$ cat src/hdl/iole_pkg.sv
`default_nettype none

package iole_pkg;

  // default sizes of the list
  localparam int unsigned CAPACITY_DEF   = 16;
  localparam int unsigned DATA_WIDTH_DEF = 32;

  // fixed widths of the request and result fields
  localparam int unsigned CMD_W    = 3;
  localparam int unsigned STATUS_W = 2;
  localparam int unsigned VALUE_W  = 32;

  // request commands
  typedef enum logic [CMD_W-1:0] {
    CMD_PUSH_FRONT = 3'd0,
    CMD_PUSH_BACK  = 3'd1,
    CMD_POP_FRONT  = 3'd2,
    CMD_POP_BACK   = 3'd3,
    CMD_INSERT     = 3'd4,
    CMD_REMOVE     = 3'd5,
    CMD_FIND       = 3'd6,
    CMD_CLEAR      = 3'd7
  } cmd_e;

  // result status codes
  typedef enum logic [STATUS_W-1:0] {
    STAT_OK    = 2'd0,
    STAT_FULL  = 2'd1,
    STAT_RANGE = 2'd2,
    STAT_EMPTY = 2'd3
  } status_e;

  // per-cycle operation broadcast to every cell
  typedef enum logic [2:0] {
    CELL_HOLD   = 3'd0,
    CELL_INSERT = 3'd1,
    CELL_REMOVE = 3'd2,
    CELL_MATCH  = 3'd3,
    CELL_SHIFT  = 3'd4
  } cell_op_e;

  // control group from the sequencer to the row of cells
  typedef struct packed {
    cell_op_e op;
  } cell_ctrl_t;

endpackage

`default_nettype wire

$ cat src/hdl/iole_cell.sv
`default_nettype none

module iole_cell
  import iole_pkg::*;
#(
  parameter int unsigned DATA_WIDTH = DATA_WIDTH_DEF,
  parameter int unsigned CNT_W      = 5,
  parameter int unsigned INDEX      = 0
) (
  input  wire logic                  clk_i,
  input  wire cell_ctrl_t            ctrl_i,
  input  wire logic [CNT_W-1:0]      pos_i,
  input  wire logic [CNT_W-1:0]      count_i,
  input  wire logic [DATA_WIDTH-1:0] word_i,
  input  wire logic [DATA_WIDTH-1:0] left_i,
  input  wire logic [DATA_WIDTH-1:0] right_i,
  input  wire logic                  right_hit_i,
  output logic      [DATA_WIDTH-1:0] entry_o,
  output logic                       hit_o,
  output logic      [DATA_WIDTH-1:0] tail_o
);

  localparam logic [CNT_W-1:0] MyIdx  = CNT_W'(INDEX);
  localparam logic [CNT_W-1:0] MyNext = CNT_W'(INDEX + 1);

  logic [DATA_WIDTH-1:0] entry_q, entry_d;
  logic                  hit_q, hit_d;

  // next entry and match flag from the broadcast operation
  always_comb begin
    entry_d = entry_q;
    hit_d   = hit_q;
    case (ctrl_i.op)
      CELL_INSERT: begin
        if (MyIdx > pos_i) begin
          entry_d = left_i;
        end else if (MyIdx == pos_i) begin
          entry_d = word_i;
        end
      end
      CELL_REMOVE: begin
        if (MyIdx >= pos_i) begin
          entry_d = right_i;
        end
      end
      CELL_MATCH: hit_d = (entry_q == word_i);
      CELL_SHIFT: hit_d = right_hit_i;
      default:    entry_d = entry_q;
    endcase
  end

  always_ff @(posedge clk_i) begin
    entry_q <= entry_d;
    hit_q   <= hit_d;
  end

  assign entry_o = entry_q;
  assign hit_o   = hit_q;
  // entry shows on the back bus only when this cell is the last one in use
  assign tail_o  = (MyNext == count_i) ? entry_q : '0;

endmodule

`default_nettype wire

$ cat src/hdl/iole_chain.sv
`default_nettype none

module iole_chain
  import iole_pkg::*;
#(
  parameter int unsigned CAPACITY   = CAPACITY_DEF,
  parameter int unsigned DATA_WIDTH = DATA_WIDTH_DEF,
  parameter int unsigned CNT_W      = 5
) (
  input  wire logic                  clk_i,
  input  wire cell_ctrl_t            ctrl_i,
  input  wire logic [CNT_W-1:0]      pos_i,
  input  wire logic [CNT_W-1:0]      count_i,
  input  wire logic [DATA_WIDTH-1:0] word_i,
  output logic      [DATA_WIDTH-1:0] front_o,
  output logic      [DATA_WIDTH-1:0] back_o,
  output logic                       hit0_o
);

  logic [DATA_WIDTH-1:0] entry [CAPACITY];
  logic [DATA_WIDTH-1:0] tail  [CAPACITY];
  logic                  hit   [CAPACITY];

  // row of cells, each linked to both neighbors
  for (genvar i = 0; i < CAPACITY; i++) begin : g_cell
    logic [DATA_WIDTH-1:0] left_w, right_w;
    logic                  right_hit_w;

    if (i == 0) begin : g_first
      assign left_w = '0;
    end else begin : g_mid_l
      assign left_w = entry[i-1];
    end

    if (i == CAPACITY - 1) begin : g_last
      assign right_w     = '0;
      assign right_hit_w = 1'b0;
    end else begin : g_mid_r
      assign right_w     = entry[i+1];
      assign right_hit_w = hit[i+1];
    end

    iole_cell #(
      .DATA_WIDTH (DATA_WIDTH),
      .CNT_W      (CNT_W),
      .INDEX      (i)
    ) u_cell (
      .clk_i       (clk_i),
      .ctrl_i      (ctrl_i),
      .pos_i       (pos_i),
      .count_i     (count_i),
      .word_i      (word_i),
      .left_i      (left_w),
      .right_i     (right_w),
      .right_hit_i (right_hit_w),
      .entry_o     (entry[i]),
      .hit_o       (hit[i]),
      .tail_o      (tail[i])
    );
  end

  // at most one cell drives the back bus, so an or-merge selects it
  always_comb begin
    back_o = '0;
    for (int i = 0; i < CAPACITY; i++) begin
      back_o = back_o | tail[i];
    end
  end

  assign front_o = entry[0];
  assign hit0_o  = hit[0];

endmodule

`default_nettype wire

$ cat src/hdl/indexed_ordered_list_engine_core.sv
// channel  | direction | handshake              | payload
// ---------+-----------+------------------------+------------------------------------------
// request  | in        | in_valid_i / in_ready_o | cmd_i, position_i, value_i
// result   | out       | out_valid_o / out_ready_i | status_o, found_o, found_index_o,
//          |           |                        | front_value_o, back_value_o, item_count_o,
//          |           |                        | is_empty_o
//
// One request at a time. Every command but find goes from acceptance straight to the
// result state: the cells update at the accepting edge, the result registers at the next.
// Find scans first and reports the first hit by index, or the count on a miss: match
// flags are captured in all cells at the accepting edge, then shifted toward cell 0 one
// place a cycle. No new request is taken until the result of the last one is registered.
// rst_ni clears the count and the control; stored entries are not cleared.
// A held result blocks the next request only until it is taken.
`default_nettype none

module indexed_ordered_list_engine_core
  import iole_pkg::*;
#(
  parameter int unsigned CAPACITY   = CAPACITY_DEF,
  parameter int unsigned DATA_WIDTH = DATA_WIDTH_DEF,
  localparam int unsigned CNT_W     = $clog2(CAPACITY + 1)
) (
  input  wire logic                      clk_i,
  input  wire logic                      rst_ni,
  input  wire logic                      in_valid_i,
  output logic                           in_ready_o,
  input  wire logic [CMD_W-1:0]          cmd_i,
  input  wire logic [CNT_W-1:0]          position_i,
  input  wire logic signed [VALUE_W-1:0] value_i,
  output logic                           out_valid_o,
  input  wire logic                      out_ready_i,
  output logic      [STATUS_W-1:0]       status_o,
  output logic                           found_o,
  output logic      [CNT_W-1:0]          found_index_o,
  output logic signed [VALUE_W-1:0]      front_value_o,
  output logic signed [VALUE_W-1:0]      back_value_o,
  output logic      [CNT_W-1:0]          item_count_o,
  output logic                           is_empty_o
);

  typedef enum logic [1:0] {
    S_IDLE,
    S_SCAN,
    S_RESP
  } state_e;

  localparam logic [CNT_W-1:0] Full = CNT_W'(CAPACITY);

  state_e                state_q;
  logic [CNT_W-1:0]      count_q, count_d;
  logic [CNT_W-1:0]      idx_q;
  status_e               stat_q, stat_d;
  logic                  found_q;
  logic [CNT_W-1:0]      fidx_q;
  logic                  out_valid_q;
  logic [STATUS_W-1:0]   out_status_q;
  logic                  out_found_q;
  logic [CNT_W-1:0]      out_fidx_q;
  logic [VALUE_W-1:0]    out_front_q, out_back_q;
  logic [CNT_W-1:0]      out_count_q;

  logic                  accept;
  cmd_e                  cmd;
  cell_ctrl_t            ctrl;
  logic [CNT_W-1:0]      cell_pos;
  logic [CNT_W-1:0]      ins_pos;
  logic [DATA_WIDTH-1:0] word;
  logic [DATA_WIDTH-1:0] front, back;
  logic                  hit0;
  logic                  is_find;

  assign in_ready_o = (state_q == S_IDLE) && (!out_valid_q || out_ready_i);
  assign accept     = in_valid_i && in_ready_o;
  assign cmd        = cmd_e'(cmd_i);
  assign word       = DATA_WIDTH'($unsigned(value_i));
  assign is_find    = (cmd == CMD_FIND);

  // insert slot: front, back, or the requested position clamped to the count
  always_comb begin
    case (cmd)
      CMD_PUSH_FRONT: ins_pos = '0;
      CMD_PUSH_BACK:  ins_pos = count_q;
      default:        ins_pos = (position_i > count_q) ? count_q : position_i;
    endcase
  end

  // request decode into a cell operation, new count and status; a shift while scanning
  always_comb begin
    ctrl.op  = CELL_HOLD;
    cell_pos = '0;
    count_d  = count_q;
    stat_d   = STAT_OK;
    if (state_q == S_SCAN) begin
      ctrl.op = CELL_SHIFT;
    end else if (accept) begin
      unique case (cmd) inside
        CMD_PUSH_FRONT, CMD_PUSH_BACK, CMD_INSERT: begin
          if (count_q == Full) begin
            stat_d = STAT_FULL;
          end else begin
            ctrl.op  = CELL_INSERT;
            cell_pos = ins_pos;
            count_d  = count_q + CNT_W'(1);
          end
        end
        CMD_POP_FRONT: begin
          if (count_q == '0) begin
            stat_d = STAT_EMPTY;
          end else begin
            ctrl.op = CELL_REMOVE;
            count_d = count_q - CNT_W'(1);
          end
        end
        CMD_POP_BACK: begin
          if (count_q == '0) begin
            stat_d = STAT_EMPTY;
          end else begin
            count_d = count_q - CNT_W'(1);
          end
        end
        CMD_REMOVE: begin
          if (position_i >= count_q) begin
            stat_d = STAT_RANGE;
          end else begin
            ctrl.op  = CELL_REMOVE;
            cell_pos = position_i;
            count_d  = count_q - CNT_W'(1);
          end
        end
        CMD_FIND:  ctrl.op = CELL_MATCH;
        CMD_CLEAR: count_d = '0;
        default:   count_d = count_q;
      endcase
    end
  end

  iole_chain #(
    .CAPACITY   (CAPACITY),
    .DATA_WIDTH (DATA_WIDTH),
    .CNT_W      (CNT_W)
  ) u_chain (
    .clk_i   (clk_i),
    .ctrl_i  (ctrl),
    .pos_i   (cell_pos),
    .count_i (count_q),
    .word_i  (word),
    .front_o (front),
    .back_o  (back),
    .hit0_o  (hit0)
  );

  // sequencer, count and result register
  always_ff @(posedge clk_i or negedge rst_ni) begin
    if (!rst_ni) begin
      state_q      <= S_IDLE;
      count_q      <= '0;
      idx_q        <= '0;
      stat_q       <= STAT_OK;
      found_q      <= 1'b0;
      fidx_q       <= '0;
      out_valid_q  <= 1'b0;
      out_status_q <= '0;
      out_found_q  <= 1'b0;
      out_fidx_q   <= '0;
      out_front_q  <= '0;
      out_back_q   <= '0;
      out_count_q  <= '0;
    end else begin
      if (out_valid_q && out_ready_i) begin
        out_valid_q <= 1'b0;
      end
      unique case (state_q)
        S_IDLE: begin
          if (accept) begin
            count_q <= count_d;
            stat_q  <= stat_d;
            found_q <= 1'b0;
            fidx_q  <= '0;
            idx_q   <= '0;
            state_q <= is_find ? S_SCAN : S_RESP;
          end
        end
        S_SCAN: begin
          if (idx_q == count_q) begin
            found_q <= 1'b0;
            fidx_q  <= count_q;
            state_q <= S_RESP;
          end else if (hit0) begin
            found_q <= 1'b1;
            fidx_q  <= idx_q;
            state_q <= S_RESP;
          end else begin
            idx_q <= idx_q + CNT_W'(1);
          end
        end
        S_RESP: begin
          out_valid_q  <= 1'b1;
          out_status_q <= stat_q;
          out_found_q  <= found_q;
          out_fidx_q   <= fidx_q;
          out_front_q  <= (count_q != '0) ? VALUE_W'(front) : '0;
          out_back_q   <= VALUE_W'(back);
          out_count_q  <= count_q;
          state_q      <= S_IDLE;
        end
        default: state_q <= S_IDLE;
      endcase
    end
  end

  assign out_valid_o   = out_valid_q;
  assign status_o      = out_status_q;
  assign found_o       = out_found_q;
  assign found_index_o = out_fidx_q;
  assign front_value_o = $signed(out_front_q);
  assign back_value_o  = $signed(out_back_q);
  assign item_count_o  = out_count_q;
  assign is_empty_o    = (out_count_q == '0);

  // checks
  a_count_bound: assert property (@(posedge clk_i) disable iff (!rst_ni)
    count_q <= Full)
    else $error("entry count above capacity");

  a_one_at_a_time: assert property (@(posedge clk_i) disable iff (!rst_ni)
    accept |=> !in_ready_o)
    else $error("request taken while another is in progress");

  a_found_in_list: assert property (@(posedge clk_i) disable iff (!rst_ni)
    (out_valid_o && found_o) |-> (found_index_o < item_count_o))
    else $error("found index outside the list");

  a_miss_is_count: assert property (@(posedge clk_i) disable iff (!rst_ni)
    (state_q == S_SCAN && idx_q == count_q) |=> (fidx_q == count_q && !found_q))
    else $error("missed find does not report the count");

endmodule

`default_nettype wire

$ cat config.mk
export PLATFORM = sky130hd
export DESIGN_NAME = indexed_ordered_list_engine_core
export DESIGN_NICKNAME = d
export VERILOG_FILES = /design/src/hdl/iole_pkg.sv /design/src/hdl/iole_cell.sv /design/src/hdl/iole_chain.sv /design/src/hdl/indexed_ordered_list_engine_core.sv
export SDC_FILE = /design/constraint.sdc
export NUM_CORES = 2
export LEC_CHECK = 0
export ABC_AREA = 0
export BUFFER_PORTS_ARGS = -buffer_cell sky130_fd_sc_hd__buf_2
export CORE_ASPECT_RATIO = 1.4
export CORE_MARGIN = 4
export CORE_UTILIZATION = 40
export DETAILED_ROUTE_END_ITERATION = 10
export GPL_TIMING_DRIVEN = 0
export PLACE_DENSITY_LB_ADDON = 0.1
export SETUP_SLACK_MARGIN = 0.5
export SLEW_MARGIN = 30
export SYNTH_ARGS = -nofsm -noshare
export SYNTH_HDL_FRONTEND = slang
export SYNTH_HIERARCHICAL = 1
export SYNTH_SLANG_ARGS = --single-unit
$ cat constraint.sdc
create_clock -name clk_i -period 37.6 [get_ports clk_i]
set_input_delay 3.76 -clock clk_i [delete_from_list [all_inputs] [get_ports clk_i]]
set_output_delay 3.76 -clock clk_i [all_outputs]
set_load 0.1 [all_outputs]
==> flow_summary.json <==
{
  "status": "finished clean",
  "dp_slack_ns": 28.93,
  "hold_viol": 0,
  "cts_inserted_buffers": 74,
  "critPathCaptureType": "primary output",
  "maxCapViolations": 0,
  "hpwlAfterDp_microns": 148400,
  "drc": 0,
  "setup_viol": 0,
  "dpl.cell_count": 5902,
  "synth_area_sq_mm": 0.04273,
  "synthDistinctLibCells": 89,
  "drtIter0Drc": 2660,
  "tns_ns": 0,
  "yosys.area.top_type": "edfxtp_1",
  "clockBufferDepth": 3,
  "wl_per_cell_microns": 30.14,
  "ir_worst_vdd_mv": 0.04612,
  "gr-total-overflow": 0,
  "setup_ws_ns": 29.08,
  "vias": 34054,
  "fp.dieW_microns": 284.2,
  "yosys-top-cells-area": "edfxtp_1 37%, mux2i_1 11%, xor2_1 7.4%",
  "yosysWarnings": 6,
  "fin_nets": 4675,
  "met1_length_microns": 64610,
  "grt_max_degree": 68,
  "port_buffers": 122,
  "hp-class": "reg -> reg",
  "synth_edf_count": 528,
  "synth_common_cells": "724 x nand2_1, 528 x edfxtp_1, 488 x mux2i_1",
  "n_fill_cell": 10441,
  "postCtsSetupBuffers": 0,
  "worst_clock_skew_ns": 0.02378,
  "firstDrtPassIters": 5,
  "path_clk_slew_ns": 0.06,
  "fin_cells": 6039,
  "synth-main-ff-cell": "edfxtp_1",
  "htreeDepth": 3,
  "worst_pin_slew_ns": 1.150,
  "met2_length_microns": 90030,
  "core-area_sq_mm": 0.1059,
  "relSlewSlack": 0.2265,
  "min_period_over_period": 0.2266,
  "met3_length_microns": 6887,
  "cts_hold_repair.buffers": 0,
  "die_y_microns": 394.7,
  "diodes": 0,
  "required_ns": 33.84,
  "critical_path_class": "in -> out",
  "grt_pass1_vias": 34611,
  "startpoint_type": "input pin",
  "synth.avg_cell_area_sq_um": 9.950,
  "rrSetupSlack_ns": 31.42,
  "leakagePower_nw": 20.14,
  "rsz0062_at_grt": "no",
  "syn2layout_area_growth_pct": 13.95,
  "gp_congestion": 1.000,
  "clkLatencyLatePin_ns": 0.67,
  "finalCoreUtilization": 0.4600,
  "synthesis.instances": 4295,
  "routed_via_density": 5.639,
  "drv_slew": 0,
  "grt_first_pass_wirelength_microns": 254400,
  "synth_seq_cells": 626,
  "cts.sinks": 626,
  "rows": 141,
  "p_per_area_mw_per_mm2": 69.61,
  "crit_fanout": 7,
  "worstPathArrival_ns": 4.76,
  "drive_gt1_frac": 0.1354,
  "cts-resized-gates": 0,
  "ant_nets": 0,
  "pin_count": 124,
  "fmax_mhz": 117.4,
  "cts_tree": "yes",
  "ys_seq_area_frac": 0.4284,
  "highest_layer": "met4",
  "fin_crit_ns": 8.519,
  "cts-root-buf": "clkbuf_16",
  "synth.most_common_cell": "nand2_1",
  "die_area_sq_mm": 0.1122,
  "initial_core_util": 0.4037,
  "async_flop_share": 0.1565,
  "antenna_found_initial": 3,
  "routed_wl_microns": 182000,
  "grtUsageTotal": 0.3158,
  "synth_top_area_frac": 0.3710
}
-- area by class of cell --
class / count / area [sq um] / share of cell area
Multi-Input combinational cell: 3464 / 23380 / 0.4800
Buffer: 223 / 1356 / 0.02785
Clock inverter: 28 / 261.5 / 0.005370
Sequential cell: 626 / 18310 / 0.3761
Clock buffer: 108 / 2226 / 0.04571
Timing Repair Buffer: 218 / 1410 / 0.02896
Inverter: 14 / 52.55 / 0.001079
Tap cell: 1358 / 1699 / 0.03489
-- worst max-delay path: stages --
cell and delay [ns]:
buf_2 0.07, nand2b_1 0.32, and2_1 0.18, buf_2 0.42
-- registers in the layout, indices dropped and copies added (netlist names), 2 cells and up --
register / cells
u_chain/g_cell.u_cell/entry_o: 512
back_value_o: 32
status_o: 2
front_value_o: 32
count_q: 5
u_chain/g_cell.u_cell/hit_o: 16
found_index_o: 5
item_count_o: 5
state_q: 2
idx_q: 5
fidx_q: 5
stat_q: 2
-- where the power goes --
part | internal (mW) | switching (mW)
Combinational | 0.425 | 0.993
Sequential | 1.00 | 0.219
Clock | 0.433 | 0.320
-- final timing paths --
path / startpoint / to / cells past startpoint
min in group asynchronous: rst_ni / found_index_o[2] / 1
max in group asynchronous: rst_ni / back_value_o[13] / 2
worst min-delay path: back_value_o[8] / back_value_o[8] / 2
worst max-delay path: out_ready_i / in_ready_o / 4
worst min register to register: back_value_o[8] / back_value_o[8] / 2
worst max register to register: count_q[4] / u_chain/g_cell[8].u_cell/entry_o[5] / 15
-- cells by family (layout without fill, tap and decap cells) --
logic type | Yosys count | count (layout) | synth area share
flops | 626 | 626 | 0.4284
buf+inv | 237 | 591 | 0.03276
simple gates | 1732 | 1732 | 0.2138
other cells | 1 | 33 | 0.00008775
compound gates | 632 | 632 | 0.08878
xor+xnor | 532 | 532 | 0.1090
mux | 525 | 525 | 0.1241
fa+ha+maj | 10 | 10 | 0.003104
-- cell usage in the layout (no fill, tap or decap), drive strengths merged, types with 17 or more instances in the layout --
| cell | netlist | final |
|---|---|---|
| clkinv | 1 | 22 |
| nand4 | 99 | 99 |
| nor4 | 239 | 239 |
| dfrtp | 98 | 98 |
| nand2 | 725 | 725 |
| a21oi | 19 | 19 |
| o21ai | 546 | 546 |
| mux2i | 488 | 488 |
| nor2 | 69 | 69 |
| clkbuf | 121 | 229 |
| nor3b | 17 | 17 |
| and3 | 37 | 37 |
| a32o | 17 | 17 |
| edfxtp | 528 | 528 |
| and2 | 485 | 485 |
| xor2 | 363 | 363 |
| conb | 1 | 33 |
| buf | 102 | 320 |
| xnor2 | 169 | 169 |
| mux2 | 37 | 37 |
-- metrics by stage --
| step | power [mW] | instance area [sq um] | hold slack, ns |
|---|---|---|---|
| after floorplan | 2.067 | 42850 | 0.4386 |
| after global placement | 2.598 | 45160 | 0.4552 |
| after detailed placement | 2.626 | 46160 | 0.4572 |
| after CTS | 3.383 | 48650 | 0.4726 |
| after global routing | 3.514 | 48700 | 0.4936 |
| final | 3.390 | 48700 | 0.4671 |
-- routing by layer --
metal	track usage	vias to the layer above
met2	0.5526	1177
met3	0.02975	446
met5	0	-
li1	-	16028
met4	0.2874	0
met1	0.3356	16403
(Power assumes the default switching activity.)
